--- config.mk ---
export PLATFORM = sky130hd
export DESIGN_NAME = channel_matrix_mixer_top
export DESIGN_NICKNAME = d
export VERILOG_FILES = /design/src/sv/cmm_pkg.sv /design/src/sv/cmm_ram.sv /design/src/sv/cmm_front.sv /design/src/sv/cmm_queue.sv /design/src/sv/cmm_back.sv /design/src/sv/channel_matrix_mixer_top.sv
export SDC_FILE = /design/constraint.sdc
export NUM_CORES = 2
export LEC_CHECK = 0
export BUFFER_PORTS_ARGS = -buffer_cell sky130_fd_sc_hd__clkbuf_2
export CAP_MARGIN = 20
export CORE_UTILIZATION = 47
export CTS_CLUSTER_SIZE = 28
export DETAILED_ROUTE_END_ITERATION = 10
export GPL_ROUTABILITY_DRIVEN = 0
export PLACE_DENSITY = 0.62
export SLEW_MARGIN = 20
export SYNTH_ARGS = -nofsm -noshare
export SYNTH_HDL_FRONTEND = slang
export SYNTH_SLANG_ARGS = --single-unit
--- constraint.sdc ---
create_clock -name aclk -period 12.1 [get_ports aclk]
set_input_delay 1.21 -clock aclk [delete_from_list [all_inputs] [get_ports aclk]]
set_output_delay 1.21 -clock aclk [all_outputs]
set_load 0.01 [all_outputs]
--- src/sv/cmm_pkg.sv ---
// Shared constants, types and codes for the channel matrix mixer.
package cmm_pkg;

    // Default build parameters
    localparam int MAX_CHANNELS_DEF   = 8;
    localparam int GAIN_FRAC_BITS_DEF = 14;
    localparam int QUEUE_DEPTH        = 4;

    // Output channel count never exceeds this, whatever the matrix size
    localparam int OUT_CHANNELS_CAP = 8;

    // Field widths
    localparam int CFG_W      = 4;
    localparam int CFG_ADDR_W = 1;
    localparam int CH_W       = 3;
    localparam int COEF_W     = 18;
    localparam int SAMPLE_W   = 16;
    localparam int CNT_W      = 4;
    localparam int PROD_W     = COEF_W + SAMPLE_W;

    // Input tdata layout
    localparam int ROW_LSB    = 0;
    localparam int COL_LSB    = ROW_LSB + CH_W;
    localparam int COEF_LSB   = COL_LSB + CH_W;
    localparam int SAMPLE_LSB = COEF_LSB + COEF_W;
    localparam int S_TDATA_W  = 40;

    // Output tdata layout
    localparam int MIX_LSB    = 0;
    localparam int CH_LSB     = MIX_LSB + SAMPLE_W;
    localparam int M_TDATA_W  = 24;

    // Channel count registers reset to stereo
    localparam logic [CFG_W-1:0] CH_COUNT_RESET = CFG_W'(2);

    // Output saturation limits
    localparam logic signed [SAMPLE_W-1:0] CLIP_LOW  = 16'sh8000;
    localparam logic signed [SAMPLE_W-1:0] CLIP_HIGH = 16'sh7fff;

    typedef enum logic {
        OP_COEF   = 1'b0,
        OP_SAMPLE = 1'b1
    } op_t;

    typedef enum logic [CFG_ADDR_W-1:0] {
        REG_INPUT_CHANNELS  = 1'b0,
        REG_OUTPUT_CHANNELS = 1'b1
    } cfg_reg_t;

    typedef enum logic {
        BK_IDLE  = 1'b0,
        BK_ISSUE = 1'b1
    } back_state_t;

    // One classified item, front to back
    typedef struct packed {
        op_t                        kind;
        logic                       gain_ok;
        logic [CH_W-1:0]            row;
        logic [CH_W-1:0]            col;
        logic signed [COEF_W-1:0]   coefficient;
        logic                       store_en;
        logic [CNT_W-1:0]           store_idx;
        logic signed [SAMPLE_W-1:0] sample;
        logic                       mix;
        logic [CNT_W-1:0]           n_in;
        logic [CNT_W-1:0]           n_out;
    } cmm_entry_t;

endpackage

--- src/sv/cmm_ram.sv ---
// Generic single-write, single-read RAM with registered read data.
module cmm_ram #(
    parameter int WIDTH = 18,
    parameter int DEPTH = 64
) (
    input  logic                                  aclk,
    input  logic                                  we,
    input  logic [((DEPTH > 1) ? $clog2(DEPTH) : 1)-1:0] waddr,
    input  logic [WIDTH-1:0]                      wdata,
    input  logic                                  re,
    input  logic [((DEPTH > 1) ? $clog2(DEPTH) : 1)-1:0] raddr,
    output logic [WIDTH-1:0]                      rdata
);
    logic [WIDTH-1:0] mem [DEPTH];
    logic [WIDTH-1:0] rdata_reg;

    always_ff @(posedge aclk) begin
        if (we) begin
            mem[waddr] <= wdata;
        end
        if (re) begin
            rdata_reg <= mem[raddr];
        end
    end

    assign rdata = rdata_reg;
endmodule

--- src/sv/cmm_front.sv ---
// Front end: channel count registers, input decode and frame counting.
module cmm_front #(
    parameter int MAX_CHANNELS = cmm_pkg::MAX_CHANNELS_DEF
) (
    input  logic                           aclk,
    input  logic                           aresetn,
    input  logic                           cfg_wr_en,
    input  logic [cmm_pkg::CFG_ADDR_W-1:0] cfg_addr,
    input  logic [cmm_pkg::CFG_W-1:0]      cfg_wdata,
    input  logic                           s_tvalid,
    output logic                           s_tready,
    input  logic [cmm_pkg::S_TDATA_W-1:0]  s_tdata,
    input  logic                           s_tuser,
    output logic                           q_push,
    output cmm_pkg::cmm_entry_t            q_entry,
    input  logic                           q_full
);
    import cmm_pkg::*;

    localparam int OUT_LIMIT =
        (MAX_CHANNELS < OUT_CHANNELS_CAP) ? MAX_CHANNELS : OUT_CHANNELS_CAP;

    logic [CFG_W-1:0] in_ch_reg, out_ch_reg;
    logic [CNT_W-1:0] cnt_reg, cnt_next;
    logic [CNT_W-1:0] n_in, n_out, cnt_inc;
    logic             accept, is_sample, frame_done;

    // Saturate counts into their legal ranges
    always_comb begin
        if (in_ch_reg == '0) begin
            n_in = CNT_W'(1);
        end else if (int'(in_ch_reg) > MAX_CHANNELS) begin
            n_in = CNT_W'(MAX_CHANNELS);
        end else begin
            n_in = in_ch_reg;
        end
        if (out_ch_reg == '0) begin
            n_out = CNT_W'(1);
        end else if (int'(out_ch_reg) > OUT_LIMIT) begin
            n_out = CNT_W'(OUT_LIMIT);
        end else begin
            n_out = out_ch_reg;
        end
    end

    assign s_tready   = !q_full;
    assign accept     = s_tvalid && s_tready;
    assign is_sample  = (op_t'(s_tuser) == OP_SAMPLE);
    assign cnt_inc    = cnt_reg + CNT_W'(1);
    // frame ends once the count reaches the channel count (or wraps)
    assign frame_done = !((cnt_inc < n_in) && (cnt_inc != '0));

    always_comb begin
        cnt_next = cnt_reg;
        if (accept && is_sample) begin
            cnt_next = frame_done ? '0 : cnt_inc;
        end
    end

    always_comb begin
        q_entry.kind        = op_t'(s_tuser);
        q_entry.row         = s_tdata[ROW_LSB +: CH_W];
        q_entry.col         = s_tdata[COL_LSB +: CH_W];
        q_entry.gain_ok     = (int'(q_entry.row) < MAX_CHANNELS) &&
                              (int'(q_entry.col) < MAX_CHANNELS);
        q_entry.coefficient = s_tdata[COEF_LSB +: COEF_W];
        q_entry.sample      = s_tdata[SAMPLE_LSB +: SAMPLE_W];
        q_entry.store_en    = (int'(cnt_reg) < MAX_CHANNELS);
        q_entry.store_idx   = cnt_reg;
        q_entry.mix         = is_sample && frame_done;
        q_entry.n_in        = n_in;
        q_entry.n_out       = n_out;
    end

    assign q_push = accept;

    always_ff @(posedge aclk) begin
        if (!aresetn) begin
            in_ch_reg  <= CH_COUNT_RESET;
            out_ch_reg <= CH_COUNT_RESET;
            cnt_reg    <= '0;
        end else begin
            cnt_reg <= cnt_next;
            if (cfg_wr_en) begin
                unique case (cfg_reg_t'(cfg_addr))
                    REG_INPUT_CHANNELS:  in_ch_reg  <= cfg_wdata;
                    REG_OUTPUT_CHANNELS: out_ch_reg <= cfg_wdata;
                endcase
            end
        end
    end
endmodule

--- src/sv/cmm_queue.sv ---
// Short FIFO of classified items between front and back.
module cmm_queue #(
    parameter int DEPTH = cmm_pkg::QUEUE_DEPTH
) (
    input  logic                aclk,
    input  logic                aresetn,
    input  logic                push,
    input  cmm_pkg::cmm_entry_t din,
    output logic                full,
    input  logic                pop,
    output cmm_pkg::cmm_entry_t dout,
    output logic                valid
);
    import cmm_pkg::*;

    localparam int PTR_W  = (DEPTH > 1) ? $clog2(DEPTH) : 1;
    localparam int FILL_W = $clog2(DEPTH + 1);

    cmm_entry_t        slot_reg [DEPTH];
    logic [PTR_W-1:0]  wr_ptr_reg, rd_ptr_reg;
    logic [FILL_W-1:0] fill_reg, fill_next;

    function automatic logic [PTR_W-1:0] ptr_inc(input logic [PTR_W-1:0] p);
        return (p == PTR_W'(DEPTH - 1)) ? '0 : p + PTR_W'(1);
    endfunction

    assign full  = (fill_reg == FILL_W'(DEPTH));
    assign valid = (fill_reg != '0);
    assign dout  = slot_reg[rd_ptr_reg];

    always_comb begin
        unique case ({push, pop})
            2'b10:   fill_next = fill_reg + FILL_W'(1);
            2'b01:   fill_next = fill_reg - FILL_W'(1);
            default: fill_next = fill_reg;
        endcase
    end

    always_ff @(posedge aclk) begin
        if (!aresetn) begin
            wr_ptr_reg <= '0;
            rd_ptr_reg <= '0;
            fill_reg   <= '0;
        end else begin
            fill_reg <= fill_next;
            if (push) begin
                wr_ptr_reg <= ptr_inc(wr_ptr_reg);
            end
            if (pop) begin
                rd_ptr_reg <= ptr_inc(rd_ptr_reg);
            end
        end
    end

    always_ff @(posedge aclk) begin
        if (push) begin
            slot_reg[wr_ptr_reg] <= din;
        end
    end
endmodule

--- src/sv/cmm_back.sv ---
// Back end: gain table, frame store, MAC pipeline and output register.
module cmm_back #(
    parameter int MAX_CHANNELS   = cmm_pkg::MAX_CHANNELS_DEF,
    parameter int GAIN_FRAC_BITS = cmm_pkg::GAIN_FRAC_BITS_DEF
) (
    input  logic                          aclk,
    input  logic                          aresetn,
    input  logic                          q_valid,
    input  cmm_pkg::cmm_entry_t           q_entry,
    output logic                          q_pop,
    output logic                          m_tvalid,
    input  logic                          m_tready,
    output logic [cmm_pkg::M_TDATA_W-1:0] m_tdata,
    output logic                          m_tlast
);
    import cmm_pkg::*;

    localparam int IDX_W   = (MAX_CHANNELS > 1) ? $clog2(MAX_CHANNELS) : 1;
    localparam int G_DEPTH = MAX_CHANNELS * MAX_CHANNELS;
    localparam int AW      = (G_DEPTH > 1) ? $clog2(G_DEPTH) : 1;
    localparam int ACC_W   = PROD_W - GAIN_FRAC_BITS + IDX_W + 2;
    localparam int PAD_W   = M_TDATA_W - CH_W - SAMPLE_W;

    typedef struct packed {
        logic            first;
        logic            last;
        logic [CH_W-1:0] ch;
        logic            frame_last;
    } tag_t;

    back_state_t state_reg, state_next;

    logic [IDX_W-1:0] k_reg;
    logic [CH_W-1:0]  ch_reg;
    logic [CNT_W-1:0] n_in_reg, n_out_reg;
    logic             last_k, last_ch, issue_fire, start_mix, en;

    logic [G_DEPTH-1:0]         gvalid_reg;
    logic signed [SAMPLE_W-1:0] frame_reg [MAX_CHANNELS];

    logic          gain_we;
    logic [AW-1:0] gain_waddr, rd_addr;
    logic [COEF_W-1:0] gain_rdata;

    // pipeline stages
    logic                       s1_valid_reg, s1_gvalid_reg;
    tag_t                       s1_tag_reg, issue_tag;
    logic signed [SAMPLE_W-1:0] s1_sample_reg;
    logic signed [COEF_W-1:0]   s1_gain;

    logic                       s2_valid_reg;
    tag_t                       s2_tag_reg;
    logic signed [PROD_W-1:0]   s2_prod_reg, s2_prod_next;

    logic signed [ACC_W-1:0]    acc_reg, acc_base, acc_q, acc_sum, acc_next;
    logic                       acc_rem_nz;

    logic                       r_valid_reg;
    logic signed [ACC_W-1:0]    r_sum_reg;
    logic [CH_W-1:0]            r_ch_reg;
    logic                       r_flast_reg;

    logic                       m_valid_reg, m_last_reg;
    logic [CH_W-1:0]            m_ch_reg;
    logic signed [SAMPLE_W-1:0] m_mix_reg, clip_val;

    // whole pipeline moves when the output register can take a result
    assign en = !m_valid_reg || m_tready;

    assign last_k  = ((CNT_W'(k_reg) + CNT_W'(1)) == n_in_reg);
    assign last_ch = ((CNT_W'(ch_reg) + CNT_W'(1)) == n_out_reg);

    // ---- issue sequencer ----
    always_comb begin
        state_next = state_reg;
        unique case (state_reg)
            BK_IDLE: begin
                if (q_valid && q_entry.kind == OP_SAMPLE && q_entry.mix) begin
                    state_next = BK_ISSUE;
                end
            end
            BK_ISSUE: begin
                if (en && last_k && last_ch) begin
                    state_next = BK_IDLE;
                end
            end
            default: state_next = BK_IDLE;
        endcase
    end

    always_comb begin
        q_pop      = 1'b0;
        issue_fire = 1'b0;
        unique case (state_reg)
            BK_IDLE:  q_pop      = q_valid;
            BK_ISSUE: issue_fire = en;
            default: begin
                q_pop      = 1'b0;
                issue_fire = 1'b0;
            end
        endcase
    end

    assign start_mix = q_pop && (q_entry.kind == OP_SAMPLE) && q_entry.mix;
    assign gain_we   = q_pop && (q_entry.kind == OP_COEF) && q_entry.gain_ok;
    assign gain_waddr = AW'(int'(q_entry.row) * MAX_CHANNELS + int'(q_entry.col));
    assign rd_addr    = AW'(int'(ch_reg) * MAX_CHANNELS + int'(k_reg));

    always_comb begin
        issue_tag.first      = (k_reg == '0);
        issue_tag.last       = last_k;
        issue_tag.ch         = ch_reg;
        issue_tag.frame_last = last_ch;
    end

    always_ff @(posedge aclk) begin
        if (!aresetn) begin
            state_reg  <= BK_IDLE;
            k_reg      <= '0;
            ch_reg     <= '0;
            gvalid_reg <= '0;
        end else begin
            state_reg <= state_next;
            if (gain_we) begin
                gvalid_reg[gain_waddr] <= 1'b1;
            end
            if (start_mix) begin
                k_reg  <= '0;
                ch_reg <= '0;
            end else if (issue_fire) begin
                if (last_k) begin
                    k_reg  <= '0;
                    ch_reg <= ch_reg + CH_W'(1);
                end else begin
                    k_reg <= k_reg + IDX_W'(1);
                end
            end
        end
    end

    always_ff @(posedge aclk) begin
        if (start_mix) begin
            n_in_reg  <= q_entry.n_in;
            n_out_reg <= q_entry.n_out;
        end
        if (q_pop && q_entry.kind == OP_SAMPLE && q_entry.store_en) begin
            frame_reg[q_entry.store_idx[IDX_W-1:0]] <= q_entry.sample;
        end
    end

    cmm_ram #(
        .WIDTH (COEF_W),
        .DEPTH (G_DEPTH)
    ) u_gain_ram (
        .aclk  (aclk),
        .we    (gain_we),
        .waddr (gain_waddr),
        .wdata (q_entry.coefficient),
        .re    (issue_fire),
        .raddr (rd_addr),
        .rdata (gain_rdata)
    );

    // ---- MAC pipeline ----
    // never-written gains read as zero
    assign s1_gain      = s1_gvalid_reg ? $signed(gain_rdata) : '0;
    assign s2_prod_next = s1_gain * s1_sample_reg;

    // trunc((acc*2^F + p) / 2^F) == floor part, plus one when negative with a remainder
    assign acc_base   = s2_tag_reg.first ? '0 : acc_reg;
    assign acc_q      = ACC_W'(s2_prod_reg >>> GAIN_FRAC_BITS);
    assign acc_rem_nz = |s2_prod_reg[GAIN_FRAC_BITS-1:0];
    assign acc_sum    = acc_base + acc_q;
    assign acc_next   = (acc_sum[ACC_W-1] && acc_rem_nz) ? acc_sum + ACC_W'(1) : acc_sum;

    always_comb begin
        if (r_sum_reg < ACC_W'(CLIP_LOW)) begin
            clip_val = CLIP_LOW;
        end else if (r_sum_reg > ACC_W'(CLIP_HIGH)) begin
            clip_val = CLIP_HIGH;
        end else begin
            clip_val = r_sum_reg[SAMPLE_W-1:0];
        end
    end

    always_ff @(posedge aclk) begin
        if (!aresetn) begin
            s1_valid_reg <= 1'b0;
            s2_valid_reg <= 1'b0;
            r_valid_reg  <= 1'b0;
            m_valid_reg  <= 1'b0;
        end else if (en) begin
            s1_valid_reg <= issue_fire;
            s2_valid_reg <= s1_valid_reg;
            r_valid_reg  <= s2_valid_reg && s2_tag_reg.last;
            m_valid_reg  <= r_valid_reg;
        end
    end

    always_ff @(posedge aclk) begin
        if (en) begin
            s1_tag_reg    <= issue_tag;
            s1_sample_reg <= frame_reg[k_reg];
            s1_gvalid_reg <= gvalid_reg[rd_addr];
            s2_tag_reg    <= s1_tag_reg;
            s2_prod_reg   <= s2_prod_next;
            if (s2_valid_reg) begin
                acc_reg <= acc_next;
            end
            r_sum_reg   <= acc_next;
            r_ch_reg    <= s2_tag_reg.ch;
            r_flast_reg <= s2_tag_reg.frame_last;
            m_mix_reg   <= clip_val;
            m_ch_reg    <= r_ch_reg;
            m_last_reg  <= r_flast_reg;
        end
    end

    assign m_tvalid = m_valid_reg;
    assign m_tlast  = m_last_reg;
    assign m_tdata  = {{PAD_W{1'b0}}, m_ch_reg, m_mix_reg};
endmodule

--- src/sv/channel_matrix_mixer_top.sv ---
// Channel matrix mixer top level: front end, item queue and MAC back end.
// Path: the sample that completes a frame goes through the queue, the issue sequencer
//   and the s1, s2, r and m registers before output channel 0 is valid.
// Mix: the back end takes queued items in turn; for each frame it issues n_in * n_out
//   terms through its single MAC and takes no new item until the last one is issued.
// Reset: synchronous, active low; channel counts return to 2, sample count, queue,
//   gain valid bits and pipeline clear.
module channel_matrix_mixer_top #(
    parameter int MAX_CHANNELS   = cmm_pkg::MAX_CHANNELS_DEF,
    parameter int GAIN_FRAC_BITS = cmm_pkg::GAIN_FRAC_BITS_DEF
) (
    input  logic                           aclk,
    input  logic                           aresetn,
    // channel count registers: 0 = input_channels, 1 = output_channels
    input  logic                           cfg_wr_en,
    input  logic [cmm_pkg::CFG_ADDR_W-1:0] cfg_addr,
    input  logic [cmm_pkg::CFG_W-1:0]      cfg_wdata,
    // input items
    input  logic                           s_tvalid,
    output logic                           s_tready,
    // s_tdata, low bit up: row_index[2:0], column_index[5:3],
    //   coefficient[23:6], sample[39:24]
    input  logic [cmm_pkg::S_TDATA_W-1:0]  s_tdata,
    // s_tuser: operation (0 = gain write, 1 = audio sample)
    input  logic                           s_tuser,
    // mixed output items
    output logic                           m_tvalid,
    input  logic                           m_tready,
    // m_tdata, low bit up: mixed_sample[15:0], channel[18:16], zero pad[23:19]
    output logic [cmm_pkg::M_TDATA_W-1:0]  m_tdata,
    // m_tlast: last output channel of the frame
    output logic                           m_tlast
);
    import cmm_pkg::*;

    cmm_entry_t front_entry, back_entry;
    logic       q_push, q_full, q_pop, q_valid;

    // Front: decodes each item, counts samples into frames and marks the
    // sample that completes one. Never stalls unless the queue is full.
    cmm_front #(
        .MAX_CHANNELS (MAX_CHANNELS)
    ) u_front (
        .aclk      (aclk),
        .aresetn   (aresetn),
        .cfg_wr_en (cfg_wr_en),
        .cfg_addr  (cfg_addr),
        .cfg_wdata (cfg_wdata),
        .s_tvalid  (s_tvalid),
        .s_tready  (s_tready),
        .s_tdata   (s_tdata),
        .s_tuser   (s_tuser),
        .q_push    (q_push),
        .q_entry   (front_entry),
        .q_full    (q_full)
    );

    // Items stay in order, so gain writes and samples land only after
    // the mix before them has read what it needs.
    cmm_queue #(
        .DEPTH (QUEUE_DEPTH)
    ) u_queue (
        .aclk    (aclk),
        .aresetn (aresetn),
        .push    (q_push),
        .din     (front_entry),
        .full    (q_full),
        .pop     (q_pop),
        .dout    (back_entry),
        .valid   (q_valid)
    );

    // Back: applies gain writes and sample stores, then runs the mix one term per cycle,
    // while the output is not stalled, through RAM read, multiply, accumulate, clip.
    cmm_back #(
        .MAX_CHANNELS   (MAX_CHANNELS),
        .GAIN_FRAC_BITS (GAIN_FRAC_BITS)
    ) u_back (
        .aclk     (aclk),
        .aresetn  (aresetn),
        .q_valid  (q_valid),
        .q_entry  (back_entry),
        .q_pop    (q_pop),
        .m_tvalid (m_tvalid),
        .m_tready (m_tready),
        .m_tdata  (m_tdata),
        .m_tlast  (m_tlast)
    );
endmodule

==> run metrics <==
RSZ-0062 raised after global routing=false; Initial Util=between 40% and 50%; Chip Height=a little over 400 um; reg2reg path depth=23; final hold violations=0; Worst-Margin Slew=1.09 ns; Root Driver=clkbuf_16; asr flop ratio synth=0%; # H-tree levels=4; Tmin final=7.72 ns; CTS sink count=between 1500 and 2000; final WL=between 150 and 200 mm; Max Clk Rate=130 MHz; Startpoint Class=flip-flop; Hold Path Class=reg -> reg; vias in the first global route=39842; synthesized area=78600 sq um; Synth Area in Compound Gates=2.31%; CTS clk-pin slew, worst paths=0.07 ns; post-synthesis adder-cell area fraction=9.42%; Power Density=191 nW/um^2; total power=16.7 mW; largest net degree at the start of global routing=123; reg-to-reg startpoint=u_back.s1_gvalid_reg$_DFFE_PN_; area grow syn2layout=11.4%; fraction of layout cells with a size suffix above 1=21.8%; Pre-antenna DRT Iters=7; Core Region=165000 sq um; first-pass GRT wire length=264 mm; CTS Buf Count=177; Synth Area in XOR/XNOR=1.06%; clk_lat worst skew=0.82 ns; peak supply drop=0.153 mV; register bit total from synthesis=1755; Leakage=29.8 nW; CTS Hold Bufs=0; Largest register FFs=1152; Final Setup Violations=0; most frequent cells in the layout=1659 x edfxtp_1, 484 x mux4_2, 337 x inv_1; crit path DAT=8.27 ns; commonest non-fill, non-tap cell in the layout=edfxtp_1; Global Route Usage Sum=21.4%; Post-synth top flop=edfxtp_1; grt total ovfl=0; Worst Hold Launch=u_back.s1_tag_reg[1]$_DFFE_PN_; Worst Setup End Kind=flip-flop; CTS tree=built; CP Data Required Time=between 10 and 15 ns; Setup Buffers After CTS=0; Via Count=38353; die area=approximately 170000 sq um; Slew Viols, Final=0; hold depth=0; I/O Buffers=72; Clock Skew=0.0453 ns; CTS resizes=0; number of max-cap violations=0; initial antenna violation count=4; status=finished clean; Post-Syn Instances=between 4000 and 5000; number of placement rows=149; setup tns final=0 ns; drt via density=between 5 and 6; CP Launch Point=u_back.s1_gvalid_reg$_DFFE_PN_; Tcrit/Tclk final=63.8%; mux contribution to synthesized area=approximately 14%; combinational family with the most area after synthesis=multiplexers; number of synthesized flops with an enable pin=1659; die width=411 um; Netlist cell types=76; drt initial violations=~3200; syn_area_per_cell=18.4 sq um; critical path class=reg -> reg; worst relative slew slack=27.3%; Final ANT Viol Nets=0; Ports=78; fin nets=4849; sequential area share after synthesis=65.9%; YS warnings=0; Simple-Gate Fraction of Synth Area=4.41%; HPWL reported at the end of detailed placement=106 mm; post-route DRC violation count=0; Max clock buf depth=3; Max Fanout on Critical Path=81; average wire per standard cell=~26 um
-- power by group --
group / switching (mW) / internal, mW
clock network: 2.32 / 3.01
logic: 2.13 / 1.19
registers: 0.309 / 7.79
total: 4.76 / 12.0
-- metal layers --
layer / global-route usage (%) / up-vias / share of wire, %
met1: 30.6 / 20387 / 44
li1: - / 16656 / -
met2: 34.2 / 1086 / 49
met4: 5.65 / 0 / 2.2
met5: 0 / - / 0
met3: 3.35 / 224 / 5.8
-- cell usage after synthesis, types with 20 or more instances --
cell / number / area share (%)
edfxtp_1: 1659 / 63
mux4_2: 485 / 14
inv_1: 338 / 1.6
fa_1: 292 / 7.4
nand2_1: 213 / 1.0
and3_1: 141 / 1.1
clkbuf_1: 141 / 0.67
nor2_1: 134 / 0.64
ha_1: 124 / 2.0
dfxtp_1: 96 / 2.4
o21a_1: 83 / 0.79
xnor2_1: 59 / 0.66
a21oi_1: 48 / 0.31
nor2b_1: 47 / 0.37
xor2_1: 34 / 0.38
nand3_1: 31 / 0.20
and2_1: 29 / 0.23
o21ai_0: 29 / 0.18
buf_2: 27 / 0.17
buf_1: 25 / 0.12
a21o_1: 20 / 0.19
-- stage by stage --
step           utilization, %  worst slack (ns)  cell area [sq um]  cells  hold WS, ns
6_report                 52.9              4.38              87500   6721        0.408
5_1_grt                  52.9              3.89              87500   6715        0.413
4_1_cts                  52.9              4.43              87500   6714        0.405
3_5_place_dp             49.5              4.45              81900   6391        0.406
3_3_place_gp             49.5              4.52              81800   6390        0.400
2_1_floorplan               -              5.67              78600   4268        0.400
-- area by class of cell --
| type | count | area [sq um] |
|---|---|---|
| tap | 2189 | 2740 |
| antenna | 6 | 15.0 |
| fill | 12974 | 77900 |
| clock buffer | 212 | 4610 |
| clock inverter | 111 | 1020 |
| timing repair buffer | 136 | 881 |
| sequential | 1755 | 51800 |
| inverter | 338 | 1270 |
| multi-input combinational | 1974 | 25200 |
-- worst max-delay path: stages, from the launching register on --
cell and delay, ns:
edfxtp_1 0.32, buf_4 0.40, buf_4 0.62, and2_1 0.50, nand2_1 0.15, fa_1 0.55, fa_1 0.55, inv_1 0.05
fa_1 0.49, inv_1 0.05, fa_1 0.53, inv_1 0.05, fa_1 0.49, fa_1 0.41, ha_1 0.40, o211ai_1 0.10
o21ai_1 0.14, o21ai_0 0.09, o21bai_1 0.24, o41a_1 0.43, o311ai_1 0.44, a31o_2 0.22, a21oi_1 0.07, xnor2_1 0.14
-- cell families (layout without fill, tap and decap cells) --
family / count (synthesis) / in the layout
DFF: 1755 / 1755
and+or+nand+nor: 686 / 686
buffers and inverters: 539 / 797
muxes: 512 / 512
adders and majority gates: 416 / 416
AOI/OAI and AO/OA: 261 / 261
xor gates and xnor gates: 94 / 94
other: 1 / 11
-- path summary, 6_finish.rpt --
path / endpoint / slack, ns
worst max-delay path: u_back.s2_prod_reg[30]$_DFFE_PN_ / 4.38
worst min-delay path: u_back.s2_tag_reg[1]$_DFFE_PN_ / 0.41
worst max register to register: u_back.s2_prod_reg[30]$_DFFE_PN_ / 4.38
worst min register to register: u_back.s2_tag_reg[1]$_DFFE_PN_ / 0.41
Power figures use the tool's default switching activity.
